===== src/rtl/ort_pkg.sv =====
package ort_pkg;

   localparam int CAPACITY   = 128;
   localparam int NAME_BYTES = 20;

   localparam int IDX_W    = $clog2(CAPACITY);
   localparam int CNT_W    = 8;
   localparam int POS_W    = 8;
   localparam int KIND_W   = 3;
   localparam int STATUS_W = 2;

   localparam logic [KIND_W-1:0] KIND_APPEND = 3'd0;
   localparam logic [KIND_W-1:0] KIND_INSERT = 3'd1;
   localparam logic [KIND_W-1:0] KIND_DELETE = 3'd2;
   localparam logic [KIND_W-1:0] KIND_LOCATE = 3'd3;
   localparam logic [KIND_W-1:0] KIND_READ   = 3'd4;

   localparam logic [STATUS_W-1:0] STATUS_OK       = 2'd0;
   localparam logic [STATUS_W-1:0] STATUS_FULL     = 2'd1;
   localparam logic [STATUS_W-1:0] STATUS_RANGE    = 2'd2;
   localparam logic [STATUS_W-1:0] STATUS_NOTFOUND = 2'd3;

   typedef struct packed {
      logic [31:0] id;
      logic [63:0] name_low;
      logic [63:0] name_mid;
      logic [31:0] name_high;
      logic [31:0] score;
   } record_type;

   typedef struct packed {
      logic             en;
      logic [IDX_W-1:0] addr;
      record_type       data;
   } ram_write_type;

   // Keeps the name bytes below NAME_BYTES in the 8-byte chunk that starts at byte first.
   function automatic logic [63:0] name_mask(input int first);
      logic [63:0] m;
      m = '0;
      for (int b = 0; b < 8; b++) begin
         if (first + b < NAME_BYTES) begin
            m[8*b +: 8] = 8'hFF;
         end
      end
      return m;
   endfunction

   localparam logic [63:0] NAME_MASK_LOW  = name_mask(0);
   localparam logic [63:0] NAME_MASK_MID  = name_mask(8);
   localparam logic [63:0] NAME_MASK_HIGH = name_mask(16);

endpackage


===== src/rtl/ort_if.sv =====
interface ort_req_if;
   import ort_pkg::*;

   logic                valid;
   logic                ready;
   logic [KIND_W-1:0]   kind;
   logic [POS_W-1:0]    position;
   logic signed [31:0]  record_id;
   logic [63:0]         name_low;
   logic [63:0]         name_mid;
   logic [31:0]         name_high;
   logic [31:0]         score_bits;

   modport source (
      output valid, kind, position, record_id, name_low, name_mid, name_high, score_bits,
      input  ready
   );
   modport sink (
      input  valid, kind, position, record_id, name_low, name_mid, name_high, score_bits,
      output ready
   );
endinterface

interface ort_rsp_if;
   import ort_pkg::*;

   logic                valid;
   logic                ready;
   logic [STATUS_W-1:0] status;
   logic [POS_W-1:0]    found_position;
   logic [CNT_W-1:0]    entry_total;
   logic signed [31:0]  out_id;
   logic [63:0]         out_name_low;
   logic [63:0]         out_name_mid;
   logic [31:0]         out_name_high;
   logic [31:0]         out_score_bits;

   modport source (
      output valid, status, found_position, entry_total, out_id, out_name_low,
             out_name_mid, out_name_high, out_score_bits,
      input  ready
   );
   modport sink (
      input  valid, status, found_position, entry_total, out_id, out_name_low,
             out_name_mid, out_name_high, out_score_bits,
      output ready
   );
endinterface


===== src/rtl/ort_ctrl.sv =====
module ort_ctrl (
   input  logic                      clock,
   input  logic                      reset,
   ort_req_if.sink                   req_ch,
   ort_rsp_if.source                 rsp_ch,
   output ort_pkg::ram_write_type    ram_wr,
   output logic [ort_pkg::IDX_W-1:0] rd_addr,
   input  ort_pkg::record_type       rd_data
);
   import ort_pkg::*;

   localparam logic [1:0] ST_IDLE   = 2'd0;
   localparam logic [1:0] ST_SCAN   = 2'd1;
   localparam logic [1:0] ST_FINISH = 2'd2;

   logic [1:0]          state_ff, state_in;
   logic [CNT_W-1:0]    count_ff, count_in;
   logic [KIND_W-1:0]   kind_ff, kind_in;
   logic [POS_W-1:0]    pos_ff, pos_in;
   record_type          rec_ff, rec_in;
   logic [STATUS_W-1:0] status_ff, status_in;
   logic [CNT_W-1:0]    remain_ff, remain_in;
   logic [IDX_W-1:0]    idx_ff, idx_in;
   logic                lag_valid_ff, lag_valid_in;
   logic [IDX_W-1:0]    lag_idx_ff, lag_idx_in;
   logic [POS_W-1:0]    found_ff, found_in;
   record_type          out_rec_ff, out_rec_in;

   logic                rsp_valid_ff, rsp_valid_in;
   logic [STATUS_W-1:0] rsp_status_ff, rsp_status_in;
   logic [POS_W-1:0]    rsp_found_ff, rsp_found_in;
   logic [CNT_W-1:0]    rsp_total_ff, rsp_total_in;
   record_type          rsp_rec_ff, rsp_rec_in;

   logic full;
   logic pos_bad;
   logic pos_bad_ins;
   logic issue;
   logic match;

   assign full        = count_ff >= CNT_W'(CAPACITY);
   assign pos_bad     = (req_ch.position == '0) || (req_ch.position > count_ff);
   assign pos_bad_ins = (req_ch.position == '0) ||
                        ({1'b0, req_ch.position} > ({1'b0, count_ff} + 9'd1));

   assign req_ch.ready = (state_ff == ST_IDLE);
   assign rd_addr      = idx_ff;

   always_comb begin
      state_in      = state_ff;
      count_in      = count_ff;
      kind_in       = kind_ff;
      pos_in        = pos_ff;
      rec_in        = rec_ff;
      status_in     = status_ff;
      remain_in     = remain_ff;
      idx_in        = idx_ff;
      lag_valid_in  = 1'b0;
      lag_idx_in    = lag_idx_ff;
      found_in      = found_ff;
      out_rec_in    = out_rec_ff;
      rsp_valid_in  = rsp_valid_ff && !rsp_ch.ready;
      rsp_status_in = rsp_status_ff;
      rsp_found_in  = rsp_found_ff;
      rsp_total_in  = rsp_total_ff;
      rsp_rec_in    = rsp_rec_ff;
      ram_wr.en     = 1'b0;
      ram_wr.addr   = '0;
      ram_wr.data   = rec_ff;
      issue         = 1'b0;
      match         = 1'b0;

      case (state_ff)
         ST_IDLE: begin
            if (req_ch.valid) begin
               kind_in            = req_ch.kind;
               pos_in             = req_ch.position;
               rec_in.id          = $unsigned(req_ch.record_id);
               rec_in.name_low    = req_ch.name_low & NAME_MASK_LOW;
               rec_in.name_mid    = req_ch.name_mid & NAME_MASK_MID;
               rec_in.name_high   = req_ch.name_high & NAME_MASK_HIGH[31:0];
               rec_in.score       = req_ch.score_bits;
               found_in           = '0;
               out_rec_in         = '0;
               remain_in          = '0;
               status_in          = STATUS_OK;
               state_in           = ST_FINISH;
               case (req_ch.kind)
                  KIND_APPEND: begin
                     if (full) begin
                        status_in = STATUS_FULL;
                     end
                  end
                  KIND_INSERT: begin
                     if (full) begin
                        status_in = STATUS_FULL;
                     end else if (pos_bad_ins) begin
                        status_in = STATUS_RANGE;
                     end else begin
                        // Walk from the last entry down to the insert point.
                        remain_in = count_ff - req_ch.position + CNT_W'(1);
                        idx_in    = count_ff[IDX_W-1:0] - IDX_W'(1);
                        state_in  = ST_SCAN;
                     end
                  end
                  KIND_DELETE: begin
                     if (pos_bad) begin
                        status_in = STATUS_RANGE;
                     end else begin
                        remain_in = count_ff - req_ch.position;
                        idx_in    = req_ch.position[IDX_W-1:0];
                        state_in  = ST_SCAN;
                     end
                  end
                  KIND_LOCATE: begin
                     status_in = STATUS_NOTFOUND;
                     remain_in = count_ff;
                     idx_in    = '0;
                     state_in  = ST_SCAN;
                  end
                  KIND_READ: begin
                     if (pos_bad) begin
                        status_in = STATUS_RANGE;
                     end else begin
                        remain_in = CNT_W'(1);
                        idx_in    = req_ch.position[IDX_W-1:0] - IDX_W'(1);
                        state_in  = ST_SCAN;
                     end
                  end
                  default: begin
                     status_in = STATUS_OK;
                  end
               endcase
            end
         end

         ST_SCAN: begin
            // The entry read in the previous cycle is acted on now.
            if (lag_valid_ff) begin
               case (kind_ff)
                  KIND_INSERT: begin
                     ram_wr.en   = 1'b1;
                     ram_wr.addr = lag_idx_ff + IDX_W'(1);
                     ram_wr.data = rd_data;
                  end
                  KIND_DELETE: begin
                     ram_wr.en   = 1'b1;
                     ram_wr.addr = lag_idx_ff - IDX_W'(1);
                     ram_wr.data = rd_data;
                  end
                  KIND_LOCATE: begin
                     if (rd_data.id == rec_ff.id) begin
                        match     = 1'b1;
                        status_in = STATUS_OK;
                        found_in  = POS_W'(lag_idx_ff) + POS_W'(1);
                     end
                  end
                  KIND_READ: begin
                     out_rec_in = rd_data;
                  end
                  default: begin
                  end
               endcase
            end
            issue = (remain_ff != '0) && !match;
            if (issue) begin
               lag_valid_in = 1'b1;
               lag_idx_in   = idx_ff;
               remain_in    = remain_ff - CNT_W'(1);
               if (kind_ff == KIND_INSERT) begin
                  idx_in = idx_ff - IDX_W'(1);
               end else begin
                  idx_in = idx_ff + IDX_W'(1);
               end
            end else begin
               state_in = ST_FINISH;
            end
         end

         ST_FINISH: begin
            if (!rsp_valid_ff || rsp_ch.ready) begin
               if (status_ff == STATUS_OK) begin
                  case (kind_ff)
                     KIND_APPEND: begin
                        ram_wr.en   = 1'b1;
                        ram_wr.addr = count_ff[IDX_W-1:0];
                        count_in    = count_ff + CNT_W'(1);
                     end
                     KIND_INSERT: begin
                        ram_wr.en   = 1'b1;
                        ram_wr.addr = pos_ff[IDX_W-1:0] - IDX_W'(1);
                        count_in    = count_ff + CNT_W'(1);
                     end
                     KIND_DELETE: begin
                        count_in = count_ff - CNT_W'(1);
                     end
                     default: begin
                     end
                  endcase
               end
               rsp_valid_in  = 1'b1;
               rsp_status_in = status_ff;
               rsp_found_in  = found_ff;
               rsp_total_in  = count_in;
               rsp_rec_in    = out_rec_ff;
               state_in      = ST_IDLE;
            end
         end

         default: begin
            state_in = ST_IDLE;
         end
      endcase
   end

   always_ff @(posedge clock) begin
      if (reset) begin
         state_ff     <= ST_IDLE;
         count_ff     <= '0;
         lag_valid_ff <= 1'b0;
         rsp_valid_ff <= 1'b0;
      end else begin
         state_ff     <= state_in;
         count_ff     <= count_in;
         lag_valid_ff <= lag_valid_in;
         rsp_valid_ff <= rsp_valid_in;
      end
   end

   always_ff @(posedge clock) begin
      kind_ff       <= kind_in;
      pos_ff        <= pos_in;
      rec_ff        <= rec_in;
      status_ff     <= status_in;
      remain_ff     <= remain_in;
      idx_ff        <= idx_in;
      lag_idx_ff    <= lag_idx_in;
      found_ff      <= found_in;
      out_rec_ff    <= out_rec_in;
      rsp_status_ff <= rsp_status_in;
      rsp_found_ff  <= rsp_found_in;
      rsp_total_ff  <= rsp_total_in;
      rsp_rec_ff    <= rsp_rec_in;
   end

   assign rsp_ch.valid          = rsp_valid_ff;
   assign rsp_ch.status         = rsp_status_ff;
   assign rsp_ch.found_position = rsp_found_ff;
   assign rsp_ch.entry_total    = rsp_total_ff;
   assign rsp_ch.out_id         = $signed(rsp_rec_ff.id);
   assign rsp_ch.out_name_low   = rsp_rec_ff.name_low;
   assign rsp_ch.out_name_mid   = rsp_rec_ff.name_mid;
   assign rsp_ch.out_name_high  = rsp_rec_ff.name_high;
   assign rsp_ch.out_score_bits = rsp_rec_ff.score;

endmodule


===== src/flat_wrapper.sv =====
// flat-port wrapper written by rule: the top's interface ports become plain ports
module ort_ctrl_flat import ort_pkg::*;
  (clock, reset, ram_wr, rd_addr, rd_data, req_ch_valid, req_ch_kind, req_ch_position, req_ch_record_id, req_ch_name_low, req_ch_name_mid, req_ch_name_high, req_ch_score_bits, req_ch_ready, rsp_ch_valid, rsp_ch_status, rsp_ch_found_position, rsp_ch_entry_total, rsp_ch_out_id, rsp_ch_out_name_low, rsp_ch_out_name_mid, rsp_ch_out_name_high, rsp_ch_out_score_bits, rsp_ch_ready);
  ort_req_if req_ch_i ();
  ort_rsp_if rsp_ch_i ();
  input  logic clock;
  input  logic reset;
  output ort_pkg::ram_write_type ram_wr;
  output logic [ort_pkg::IDX_W-1:0] rd_addr;
  input  ort_pkg::record_type rd_data;
  input wire logic [$bits(req_ch_i.valid)-1:0] req_ch_valid;
  input wire logic [$bits(req_ch_i.kind)-1:0] req_ch_kind;
  input wire logic [$bits(req_ch_i.position)-1:0] req_ch_position;
  input wire logic [$bits(req_ch_i.record_id)-1:0] req_ch_record_id;
  input wire logic [$bits(req_ch_i.name_low)-1:0] req_ch_name_low;
  input wire logic [$bits(req_ch_i.name_mid)-1:0] req_ch_name_mid;
  input wire logic [$bits(req_ch_i.name_high)-1:0] req_ch_name_high;
  input wire logic [$bits(req_ch_i.score_bits)-1:0] req_ch_score_bits;
  output wire logic [$bits(req_ch_i.ready)-1:0] req_ch_ready;
  output wire logic [$bits(rsp_ch_i.valid)-1:0] rsp_ch_valid;
  output wire logic [$bits(rsp_ch_i.status)-1:0] rsp_ch_status;
  output wire logic [$bits(rsp_ch_i.found_position)-1:0] rsp_ch_found_position;
  output wire logic [$bits(rsp_ch_i.entry_total)-1:0] rsp_ch_entry_total;
  output wire logic [$bits(rsp_ch_i.out_id)-1:0] rsp_ch_out_id;
  output wire logic [$bits(rsp_ch_i.out_name_low)-1:0] rsp_ch_out_name_low;
  output wire logic [$bits(rsp_ch_i.out_name_mid)-1:0] rsp_ch_out_name_mid;
  output wire logic [$bits(rsp_ch_i.out_name_high)-1:0] rsp_ch_out_name_high;
  output wire logic [$bits(rsp_ch_i.out_score_bits)-1:0] rsp_ch_out_score_bits;
  input wire logic [$bits(rsp_ch_i.ready)-1:0] rsp_ch_ready;
  assign req_ch_i.valid = req_ch_valid;
  assign req_ch_i.kind = req_ch_kind;
  assign req_ch_i.position = req_ch_position;
  assign req_ch_i.record_id = req_ch_record_id;
  assign req_ch_i.name_low = req_ch_name_low;
  assign req_ch_i.name_mid = req_ch_name_mid;
  assign req_ch_i.name_high = req_ch_name_high;
  assign req_ch_i.score_bits = req_ch_score_bits;
  assign req_ch_ready = req_ch_i.ready;
  assign rsp_ch_valid = rsp_ch_i.valid;
  assign rsp_ch_status = rsp_ch_i.status;
  assign rsp_ch_found_position = rsp_ch_i.found_position;
  assign rsp_ch_entry_total = rsp_ch_i.entry_total;
  assign rsp_ch_out_id = rsp_ch_i.out_id;
  assign rsp_ch_out_name_low = rsp_ch_i.out_name_low;
  assign rsp_ch_out_name_mid = rsp_ch_i.out_name_mid;
  assign rsp_ch_out_name_high = rsp_ch_i.out_name_high;
  assign rsp_ch_out_score_bits = rsp_ch_i.out_score_bits;
  assign rsp_ch_i.ready = rsp_ch_ready;
  ort_ctrl u_core (.clock(clock), .reset(reset), .req_ch(req_ch_i), .rsp_ch(rsp_ch_i), .ram_wr(ram_wr), .rd_addr(rd_addr), .rd_data(rd_data));
endmodule

===== config.mk =====
export PLATFORM = sky130hd
export DESIGN_NAME = ort_ctrl_flat
export DESIGN_NICKNAME = d
export VERILOG_FILES = /design/src/rtl/ort_pkg.sv /design/src/rtl/ort_if.sv /design/src/rtl/ort_ctrl.sv /design/src/flat_wrapper.sv
export SDC_FILE = /design/constraint.sdc
export NUM_CORES = 1
export LEC_CHECK = 0
export BUFFER_PORTS_ARGS = -buffer_cell sky130_fd_sc_hd__buf_2
export CAP_MARGIN = 20
export CORE_AREA = 2 2 372 374
export DETAILED_ROUTE_END_ITERATION = 10
export DIE_AREA = 0 0 374 376
export SLEW_MARGIN = 0
export SYNTH_ARGS = -nofsm -noshare
export SYNTH_HDL_FRONTEND = slang
export SYNTH_SLANG_ARGS = --single-unit

===== constraint.sdc =====
create_clock -name clock -period 20.1 [get_ports clock]
set_input_delay 3.015 -clock clock [delete_from_list [all_inputs] [get_ports clock]]
set_output_delay 3.015 -clock clock [all_outputs]
set_load 0.02 [all_outputs]

## After elaboration in Yosys (flattened, before gate mapping)

Index checks and enable logic that the tools add are counted.
Widths: inputs -> output; s select.

| operators by class | value |
|---|---|
| $add $sub $neg | 14 |
| $lt $le $gt $ge | 3 |
| eq/ne operators | 24 |
| muxes and demuxes | 60 |
| bitwise logic cells | 1 |
| reduce and logical (&&, ||, !) cells | 26 |

Operators with widths:

| kind | count |
|---|---|
| $mux 224 | 4 |
| $pmux 232 s2 | 1 |
| $pmux 224 s2 | 1 |
| $mux 232 | 1 |
| $mux 8 | 12 |
| $pmux 8 s2 | 5 |
| $mux 7 | 7 |
| $sub 7x1->7 const B | 5 |
| $eq 32x32->1 | 1 |
| $pmux 8 s4 | 1 |
| $pmux 7 s4 | 1 |
| $mux 2 | 13 |
| $add 8x1->8 const B | 2 |
| $sub 8x1->8 const B | 2 |
| $add 7x1->7 const B | 2 |
| $pmux 7 s2 | 1 |
| $eq 3x2->1 const B | 4 |
| $ne 3x3->1 const B | 4 |
| $pmux 2 s3 | 2 |
| $add 8x1->9 const B | 1 |
| $gt 8x9->1 | 1 |
| $mux 1 | 9 |
| $add 7x1->8 const B | 1 |
| $ge 8x8->1 const B | 1 |
| other kinds (26) | 46 |

| word-level totals | value |
|---|---|
| register bits after elaboration | 744 |
| input bits | 463 |

## Logic depth before layout (Yosys ltp)

Gate-level depths: netlist of the first run.

| logic depth | value |
|---|---|
| word-level depth | 9 |
| mapped depth | 13 |
| gate-level depth less buffers | 12 |

## Worst setup path before layout of the first run

Ideal clock, no wire load.

| path | value |
|---|---|
| path type | input port to flip-flop |
| from | input req_ch_valid |
| to | register u_core.out_rec_ff[0] (netlist bit) (enable) |
| setup time | 0.882 ns |
| arrival | 14.022 ns |
| required time | 19.218 ns |
| slack | 5.195 ns |
| stages on the path | 3 |
| buffers on the path | 0 |
| path through | nand2b_1 o21ai_0 a21oi_1 |

| on the way | value |
|---|---|
| word-level cells in the longest chain between the ends | 2 |

RTL lines:

| what | line | source |
|---|---|---|
| start: declaration | flat_wrapper.sv:11 | `input wire logic [$bits(req_ch_i.valid)-1:0] req_ch_valid;` |
| $ne 2x2->1 (no source line) | - |  |
| $reduce_and 4->1 (no source line) | - |  |
| end signal: assignment | ort_ctrl.sv:239 | `out_rec_ff <= out_rec_in;` |
| end: declaration | ort_ctrl.sv:27 | `record_type out_rec_ff, out_rec_in;` |

No other way between the ends.
A chain may end at the register's enable or synchronous reset.

==> summary.md, run 1 <==
| Metric | Value |
|---|---|
| Worst EP required | `between 15 and 20 ns` |
| Netlist area before placement | `0.0301 mm²` |
| Share of synthesized cell area in full adder, half adder and majority cells | `2.05%` |
| Worst min-delay path startpoint | `u_core.out_rec_ff[27]` |
| Static Leakage | `~0.016 µW` |
| Type of the most critical hold path | `reg -> reg` |
| Routed via count divided by cell count | `approximately 4.2` |
| NumNets Final | `3706` |
| Number of H-tree branching levels | `3` |
| Iteration-0 DRC count of the detailed router | `1683` |
| Maximum count of clock buffers along a single path | `3` |
| Hold EP | `u_core.rsp_ch.out_score_bits[27]` |
| Share of the yosys chip area belonging to registers | `73.8%` |
| Worst r2r path cells | `12` |
| Ratio of total power to cell area | `103 mW/mm²` |
| Count of flip-flops with a built-in enable after synthesis | `about 730` |
| Xor/xnor cell area share of the yosys netlist | `under 10%` |
| Largest voltage drop on the vdd net | `around 0.000057 V` |
| Synthesis warning total | `0` |
| Standard cell core area | `0.137 mm²` |
| Setup skew after layout | `0.0430 ns` |
| Register-to-register setup slack | `15.75 ns` |
| Final weighted congestion in routability-driven placement | `0.868` |
| Total non-filler cell area in the finished layout | `0.0396 mm²` |
| Fraction of synthesized area in multiplexers | `0.241%` |
| Post-synth net total | `approximately 2800` |
| Initial antenna violation count | `20` |
| Number of instances resized during post-cts repair | `0` |
| Vias after detailed routing | `21100` |
| Library cell occupying the most area in the post-synthesis netlist | `sky130_fd_sc_hd__edfxtp_1` |
| Top-level port count | `946` |
| Die X-Extent | `374 µm` |
| Final-report max-slew violation count | `0` |
| Vertical die dimension | `376 µm` |
| Count of cell types in the netlist | `69` |
| Worst Max-Slew Pin Slew | `1.38 ns` |
| Hold-critical path depth | `0` |
| Achievable frequency | `~0.12 GHz` |
| Number of detailed-routing iterations run before antenna repair | `5` |
| Minimum period implied by the final worst setup slack | `8.06 ns` |
| Switching power | `1100 µW` |
| Clock input transition at the sequential cells of the worst setup and hold paths | `0.06 ns` |
| Pint | `2970 µW` |
| Critical Path Source | `rsp_ch_ready` |
| Root Driver | `sky130_fd_sc_hd__clkbuf_16` |
| Total congestion overflow | `0` |
| Largest net degree at the start of global routing | `192` |
| Critical path fanouts, max | `36` |
| Fraction of registers with async set/reset | `0%` |
| Num CTS Buffers | `83` |
| Final Cycle Share | `40.1%` |
| Global-route usage over all layers | `13.7%` |
| Type of destination of the critical path | `primary output` |
| FF+latch count, synth | `744` |
| Number of buffer cells added on primary ports | `between 900 and 1000` |
| Largest family of logic cells by synthesized area | `simple AND/OR/NAND/NOR gates` |
| Kind of start point of the critical path | `input port` |
| Launching point of the worst reg2reg path | `u_core.count_ff[0]` |
| Drt drc | `0` |
| Sinks on Clock Net | `744` |
| Full die area | `0.141 mm²` |
| Share of the synthesized area in the top cell type | `approximately three quarters` |
| HPWL reported at the end of detailed placement | `75.7 mm` |
| Commonest register cell after synthesis | `sky130_fd_sc_hd__edfxtp_1` |
| Setup violation total in the final timing report | `0` |
| Cell Rows | `136` |
| Remaining antenna violation count after routing | `0` |
| Mean area per synthesized cell | `13.4 µm²` |
| Cell types with the largest area share after synthesis | `sky130_fd_sc_hd__edfxtp_1 73%, sky130_fd_sc_hd__nand2_1 9.0%, sky130_fd_sc_hd__and2_1 4.8%` |
| Effective utilization at floorplan | `22.0%` |
| Overall power after layout | `4070 µW` |
| Total Wirelength | `101 mm` |
| Switching fraction of total power | `27.1%` |
| Placed standard-cell area | `0.0369 mm²` |
| Average routed wire per standard cell | `20.1 µm` |
| Number of global-route vias before repair | `20500` |
| Run status | `completed` |
| Part of the power in the clock network | `37.0%` |
| TritonCTS clock tree | `built` |
| Total of fill cells in the finished design | `approximately 14000` |
| Synthesized netlist cell count | `2244` |
| Source-to-sink clock delay at the later pin of the worst-skew pair | `0.69 ns` |
| First-pass GRT wire length | `140 mm` |
| Number of buffers added for setup after CTS | `0` |
| Critical Path AT | `5.04 ns` |
| Worst r2r dst | `u_core.rd_addr[1]` |
| Final-report hold violation count | `0` |
| Most common cell in the synthesized netlist | `sky130_fd_sc_hd__edfxtp_1` |
| Cell types with the highest counts after synthesis | `732 x sky130_fd_sc_hd__edfxtp_1, 720 x sky130_fd_sc_hd__nand2_1, 233 x sky130_fd_sc_hd__and2_1, 76 x sky130_fd_sc_hd__clkbuf_1, 55 x sky130_fd_sc_hd__xnor2_1` |
| Fraction of the mapped netlist area in compound gates | `3.33%` |
| Count of hold-fix buffers inserted at cts | `0` |
| Kind of critical path | `in -> out` |
| Tightest slew margin relative to the limit | `about 7.8%` |
| Sum of negative setup slack | `0 ns` |
| Logic gate share of total power | `13.6%` |
| Area share of and/or/nand/nor cells after synthesis | `between 10% and 20%` |
| Ratio of cells with drive above 1 in the final layout | `33.6%` |
| Synth-to-layout area growth | `31.5%` |
| Part of the power in registers | `49.4%` |
| Max-cap check violation count | `0` |
| Setup repair after global routing missed its margin | `no` |
-- placed cells by master, fill, tap and decap left out, types with 8 or more instances in the layout --
cell	instances
sky130_fd_sc_hd__xor2_1	34
sky130_fd_sc_hd__buf_4	18
sky130_fd_sc_hd__a211oi_1	11
sky130_fd_sc_hd__buf_2	945
sky130_fd_sc_hd__nand3_1	16
sky130_fd_sc_hd__nand2_1	720
sky130_fd_sc_hd__clkinv_1	15
sky130_fd_sc_hd__clkbuf_1	19
sky130_fd_sc_hd__nor2b_1	11
sky130_fd_sc_hd__nor2_1	40
sky130_fd_sc_hd__clkbuf_16	84
sky130_fd_sc_hd__a21oi_1	31
sky130_fd_sc_hd__o22ai_1	8
sky130_fd_sc_hd__ha_1	42
sky130_fd_sc_hd__nor3_1	19
sky130_fd_sc_hd__and2_1	232
sky130_fd_sc_hd__edfxtp_1	732
sky130_fd_sc_hd__dfxtp_1	12
sky130_fd_sc_hd__inv_1	31
sky130_fd_sc_hd__o21ai_0	23
sky130_fd_sc_hd__a21o_1	12
sky130_fd_sc_hd__xnor2_1	55
-- worst max path at each step --
| stage | endpoint | slack (ns) |
|---|---|---|
| after floorplan | u_core.out_rec_ff[0] | 5.20 |
| after global placement | ram_wr[225] | 12.06 |
| after detailed placement | ram_wr[225] | 12.04 |
| after CTS | ram_wr[225] | 12.03 |
| after global routing | ram_wr[225] | 11.80 |
| final | ram_wr[225] | 12.04 |
-- power by group through the flow --
| stage | clock, µW | sequential (µW) | combinational (µW) |
|---|---|---|---|
| 2_1_floorplan | 0 | 2150 | 214 |
| 3_3_place_gp | 0 | 2040 | 559 |
| 3_5_place_dp | 0 | 2040 | 561 |
| 4_1_cts | 1560 | 2010 | 562 |
| 5_1_grt | 1620 | 2030 | 591 |
| 6_report | 1510 | 2010 | 552 |
-- layer usage --
metal / GRT usage (%) / share of wire [%]
met5: 0 / 0.045
met4: 4.77 / 3.2
met3: 3.66 / 7.6
met2: 22.5 / 48
met1: 17.3 / 41
-- critical path, stage by stage --
cell                       delay (ns)
sky130_fd_sc_hd__buf_2           0.08
sky130_fd_sc_hd__nor2b_1         0.09
sky130_fd_sc_hd__nor2b_4         0.11
sky130_fd_sc_hd__buf_4           0.43
sky130_fd_sc_hd__nand2_1         0.26
sky130_fd_sc_hd__or2_1           0.41
sky130_fd_sc_hd__a211oi_1        0.25
sky130_fd_sc_hd__a21oi_1         0.06
sky130_fd_sc_hd__nor2b_1         0.13
sky130_fd_sc_hd__buf_2           0.18
-- final cells by class --
cell class | count | area [µm²] | share of cell area [%]
sequential | 744 | 22200 | 56.2
clock inverter | 40 | 492 | 1.24
clock buffer | 103 | 2170 | 5.49
timing repair buffer | 965 | 4900 | 12.4
antenna | 2 | 5.00 | 0.0127
tap | 1794 | 2240 | 5.67
inverter | 31 | 116 | 0.294
multi-input combinational | 1371 | 7400 | 18.7
-- stage by stage --
| step | worst slack, ns | cells | hold slack (ns) | util (%) |
|---|---|---|---|---|
| floorplan | 5.20 | 2244 | 0.400 | - |
| global placement | 12.06 | 4905 | 0.400 | 27.0 |
| detailed placement | 12.04 | 4905 | 0.405 | 27.0 |
| CTS | 12.03 | 5048 | 0.399 | 28.9 |
| global route | 11.80 | 5048 | 0.407 | 28.9 |
| finish | 12.04 | 5050 | 0.401 | 28.9 |
-- kinds of logic (layout without fill, tap and decap cells) --
kind of cell | count (synthesis) | after routing
simple gates | 1084 | 1084
flops | 744 | 744
compound gates | 144 | 144
buf+inv | 129 | 1139
xor+xnor | 89 | 89
fa+ha+maj | 47 | 47
mux | 7 | 7
other cells | 0 | 2
-- flip-flops by register name, summed over array words and instances (netlist names), 8 cells and up --
| signal | cells |
|---|---|
| u_core.remain_ff | 8 |
| u_core.count_ff | 8 |
| u_core.found_ff | 8 |
| u_core.rsp_ch.out_name_mid | 64 |
| u_core.rsp_ch.out_id | 32 |
| u_core.rsp_ch.entry_total | 8 |
| u_core.rec_ff | 224 |
| u_core.rsp_ch.found_position | 8 |
| u_core.out_rec_ff | 224 |
| u_core.rsp_ch.out_score_bits | 32 |
| u_core.rsp_ch.out_name_high | 32 |
| u_core.rsp_ch.out_name_low | 64 |
No activity file was read; power rests on OpenSTA's default activity.
==> run 2, diff against run 1 <==
- clock period: 20.1 -> 7.7 ns (I/O delays scaled with it)
==> run 2 against run 1 <==
Net effect: wire length up 1.6%; design area grew 0.24%; clock-buffer cell count shrank 5; sequential cell count is the same; total power increased to 2.6 times the previous value; worst setup slack got worse by 9.5 ns; die area unchanged; global-route usage grew 0.28 points; non-clock buffer count down 3; critical path type is now reg -> out.
==> summary.md, run 2 (same netlist as run 1, synthesis figures left out) <==
| Metric | Value |
|---|---|
| Commonest non-fill, non-tap cell in the layout | `sky130_fd_sc_hd__buf_2 (unchanged)` |
| Run status | `completed (unchanged)` |
| Standard cell core area | `0.137 mm² (unchanged)` |
| Root Driver | `sky130_fd_sc_hd__clkbuf_16 (unchanged)` |
| Kind of critical path | `reg -> out (was in -> out)` |
| Final Cycle Share | `66.7%` |
| Hold-critical path depth | `0 (unchanged)` |
| Number of global-route vias before repair | `20600 (was 20500)` |
| Launching point of the worst reg2reg path | `u_core.count_ff[2] (was u_core.count_ff[0])` |
| Drt drc | `0 (unchanged)` |
| First-pass GRT wire length | `143 mm (was 140 mm)` |
| HPWL reported at the end of detailed placement | `77.6 mm (was 75.7 mm)` |
| Setup repair after global routing missed its margin | `no (unchanged)` |
| Remaining antenna violation count after routing | `0 (unchanged)` |
| Worst EP required | `6.55 ns (was 17.09 ns)` |
| Largest voltage drop on the vdd net | `0.000176 V (was 0.0000569 V)` |
| Tightest slew margin relative to the limit | `31.4% (was 7.77%)` |
| Number of detailed-routing iterations run before antenna repair | `5 (unchanged)` |
| Vertical die dimension | `376 µm (unchanged)` |
| Number of H-tree branching levels | `3 (unchanged)` |
| Worst r2r dst | `u_core.rd_addr[5] (was u_core.rd_addr[1])` |
| TritonCTS clock tree | `built (unchanged)` |
| Synth-to-layout area growth | `31.8% (was 31.5%)` |
| Routed via count divided by cell count | `4.13 (was 4.17)` |
| Effective utilization at floorplan | `22.0% (unchanged)` |
| NumNets Final | `3704 (was 3706)` |
| Setup skew after layout | `0.0553 ns (was 0.0430 ns)` |
| Sum of negative setup slack | `0 ns (unchanged)` |
| Hold EP | `u_core.rsp_ch.out_name_low[48] (was u_core.rsp_ch.out_score_bits[27])` |
| Die X-Extent | `374 µm (unchanged)` |
| Highest-count cells in the layout ignoring fill and taps | `945 x sky130_fd_sc_hd__buf_2, 732 x sky130_fd_sc_hd__edfxtp_1, 720 x sky130_fd_sc_hd__nand2_1 (unchanged)` |
| Maximum count of clock buffers along a single path | `3 (unchanged)` |
| Pre-CTS setup slack | `2.88 ns (was 12.04 ns)` |
| Initial antenna violation count | `20 (unchanged)` |
| Clock input transition at the sequential cells of the worst setup and hold paths | `0.06 ns (about the same)` |
| Register-to-register setup slack | `3.55 ns (was 15.75 ns)` |
| Critical Path AT | `3.98 ns (was 5.04 ns)` |
| Type of destination of the critical path | `primary output (unchanged)` |
| Registers with the most flip-flops | `u_core.out_rec_ff: 224 flops, u_core.rec_ff: 224 flops (unchanged)` |
| Largest net degree at the start of global routing | `131 (was 192)` |
| Crit path setup slack, layout | `2.57 ns (was 12.04 ns)` |
| Number of buffer cells added on primary ports | `945 (unchanged)` |
| Source-to-sink clock delay at the later pin of the worst-skew pair | `0.69 ns (about the same)` |
| Overall power after layout | `10700 µW (was 4070 µW)` |
| Minimum period implied by the final worst setup slack | `5.13 ns` |
| Max-cap check violation count | `0 (unchanged)` |
| Final weighted congestion in routability-driven placement | `0.859 (was 0.868)` |
| Worst r2r path cells | `12 (unchanged)` |
| Achievable frequency | `0.195 GHz` |
| Full die area | `0.141 mm² (unchanged)` |
| Top-level port count | `946 (unchanged)` |
| Average routed wire per standard cell | `20.4 µm (was 20.1 µm)` |
| Final-report hold violation count | `0 (unchanged)` |
| Final-report max-slew violation count | `0 (unchanged)` |
| Worst min-delay path startpoint | `u_core.out_rec_ff[176] (was u_core.out_rec_ff[27])` |
| Iteration-0 DRC count of the detailed router | `1262 (was 1683)` |
| Ratio of total power to cell area | `269 mW/mm² (was 103 mW/mm²)` |
| Setup violation total in the final timing report | `0 (unchanged)` |
| Count of hold-fix buffers inserted at cts | `0 (unchanged)` |
| Global-route usage over all layers | `14.0% (was 13.7%)` |
| Vias after detailed routing | `20900 (was 21100)` |
| Total congestion overflow | `0 (unchanged)` |
| Num CTS Buffers | `84 (was 83)` |
| Static Leakage | `0.0164 µW (about the same)` |
| Cell Rows | `136 (unchanged)` |
| Type of the most critical hold path | `reg -> reg (unchanged)` |
| Critical path fanouts, max | `21 (was 36)` |
| Kind of start point of the critical path | `flop (was input port)` |
| Number of buffers added for setup after CTS | `0 (unchanged)` |
| Total Wirelength | `103 mm (was 101 mm)` |
| Number of instances resized during post-cts repair | `0 (unchanged)` |
| Fin util | `29.0% (was 28.9%)` |
| Worst Max-Slew Pin Slew | `1.03 ns (was 1.38 ns)` |
| Ratio of cells with drive above 1 in the final layout | `33.7% (was 33.6%)` |
| Sinks on Clock Net | `744 (unchanged)` |
[run 2: changes by cell type in the layout (fill, tap and decap cells not counted), sizes merged]
cell,delta
clkinv,+15
clkbuf,-5
inv,+1
diode,+1
clkinvlp,-1
buf,-3
bufinv,-1
[run 2: routing by layer]
layer | share of wire (%) | track usage [%] | up-vias
li1 | - | - | 9711
met1 | 40 | 17.0 | 10100
met2 | 48 | 23.2 | 862
met3 | 8.4 | 4.34 | 168
met4 | 3.1 | 5.10 | 14
met5 | 0.084 | 0 | -
[run 2: through the flow]
| step | cell area, µm² | instances | hold slack [ns] |
|---|---|---|---|
| 6_report | 39700 | 5057 | 0.393 |
| 5_1_grt | 39600 | 5056 | 0.396 |
| 4_1_cts | 39600 | 5054 | 0.383 |
| 3_5_place_dp | 36900 | 4902 | 0.405 |
| 3_3_place_gp | 36900 | 4902 | 0.400 |
| 2_1_floorplan | 30100 | 2244 | 0.400 |
[run 2: area by class of cell]
cell class / count / area [µm²]
tap: 1794 / 2240
multi-input combinational: 1371 / 7400
inverter: 31 / 116
timing repair buffer: 962 / 4930
sequential: 744 / 22200
clock buffer: 98 / 2150
fill: 14100 / 97000
clock inverter: 54 / 577
antenna: 3 / 7.51
[run 2: how the worst max path moves through the flow]
| stage | from | endpoint | slack (ns) | depth (start not counted) |
|---|---|---|---|---|
| 2_1_floorplan | rsp_ch_ready | ram_wr[225] | 0.61 | 9 |
| 3_3_place_gp | rsp_ch_ready | ram_wr[225] | 2.98 | 9 |
| 3_5_place_dp | rsp_ch_ready | ram_wr[225] | 2.88 | 9 |
| 4_1_cts | u_core.kind_ff[0] | ram_wr[230] | 2.56 | 11 |
| 5_1_grt | u_core.kind_ff[0] | ram_wr[230] | 2.38 | 11 |
| 6_report | u_core.kind_ff[0] | ram_wr[230] | 2.57 | 11 |
[run 2: worst max-delay path, cell delays in order, from the launching register on]
cell                       delay (ns)
sky130_fd_sc_hd__edfxtp_1        0.67
sky130_fd_sc_hd__nor2b_1         0.35
sky130_fd_sc_hd__nand2b_1        0.17
sky130_fd_sc_hd__inv_1           0.50
sky130_fd_sc_hd__ha_1            0.39
sky130_fd_sc_hd__a21o_1          0.20
sky130_fd_sc_hd__a21o_1          0.20
sky130_fd_sc_hd__a21o_1          0.18
sky130_fd_sc_hd__a21oi_1         0.18
sky130_fd_sc_hd__xnor2_1         0.10
sky130_fd_sc_hd__o22ai_1         0.16
sky130_fd_sc_hd__buf_2           0.19
[run 2: report_power, final]
part | leakage [µW] | switching (µW) | internal (µW)
clock | 0.00132 | 1720 | 2240
sequential | 0.00723 | 172 | 5080
combinational | 0.00789 | 1050 | 407
total | 0.0164 | 2940 | 7730
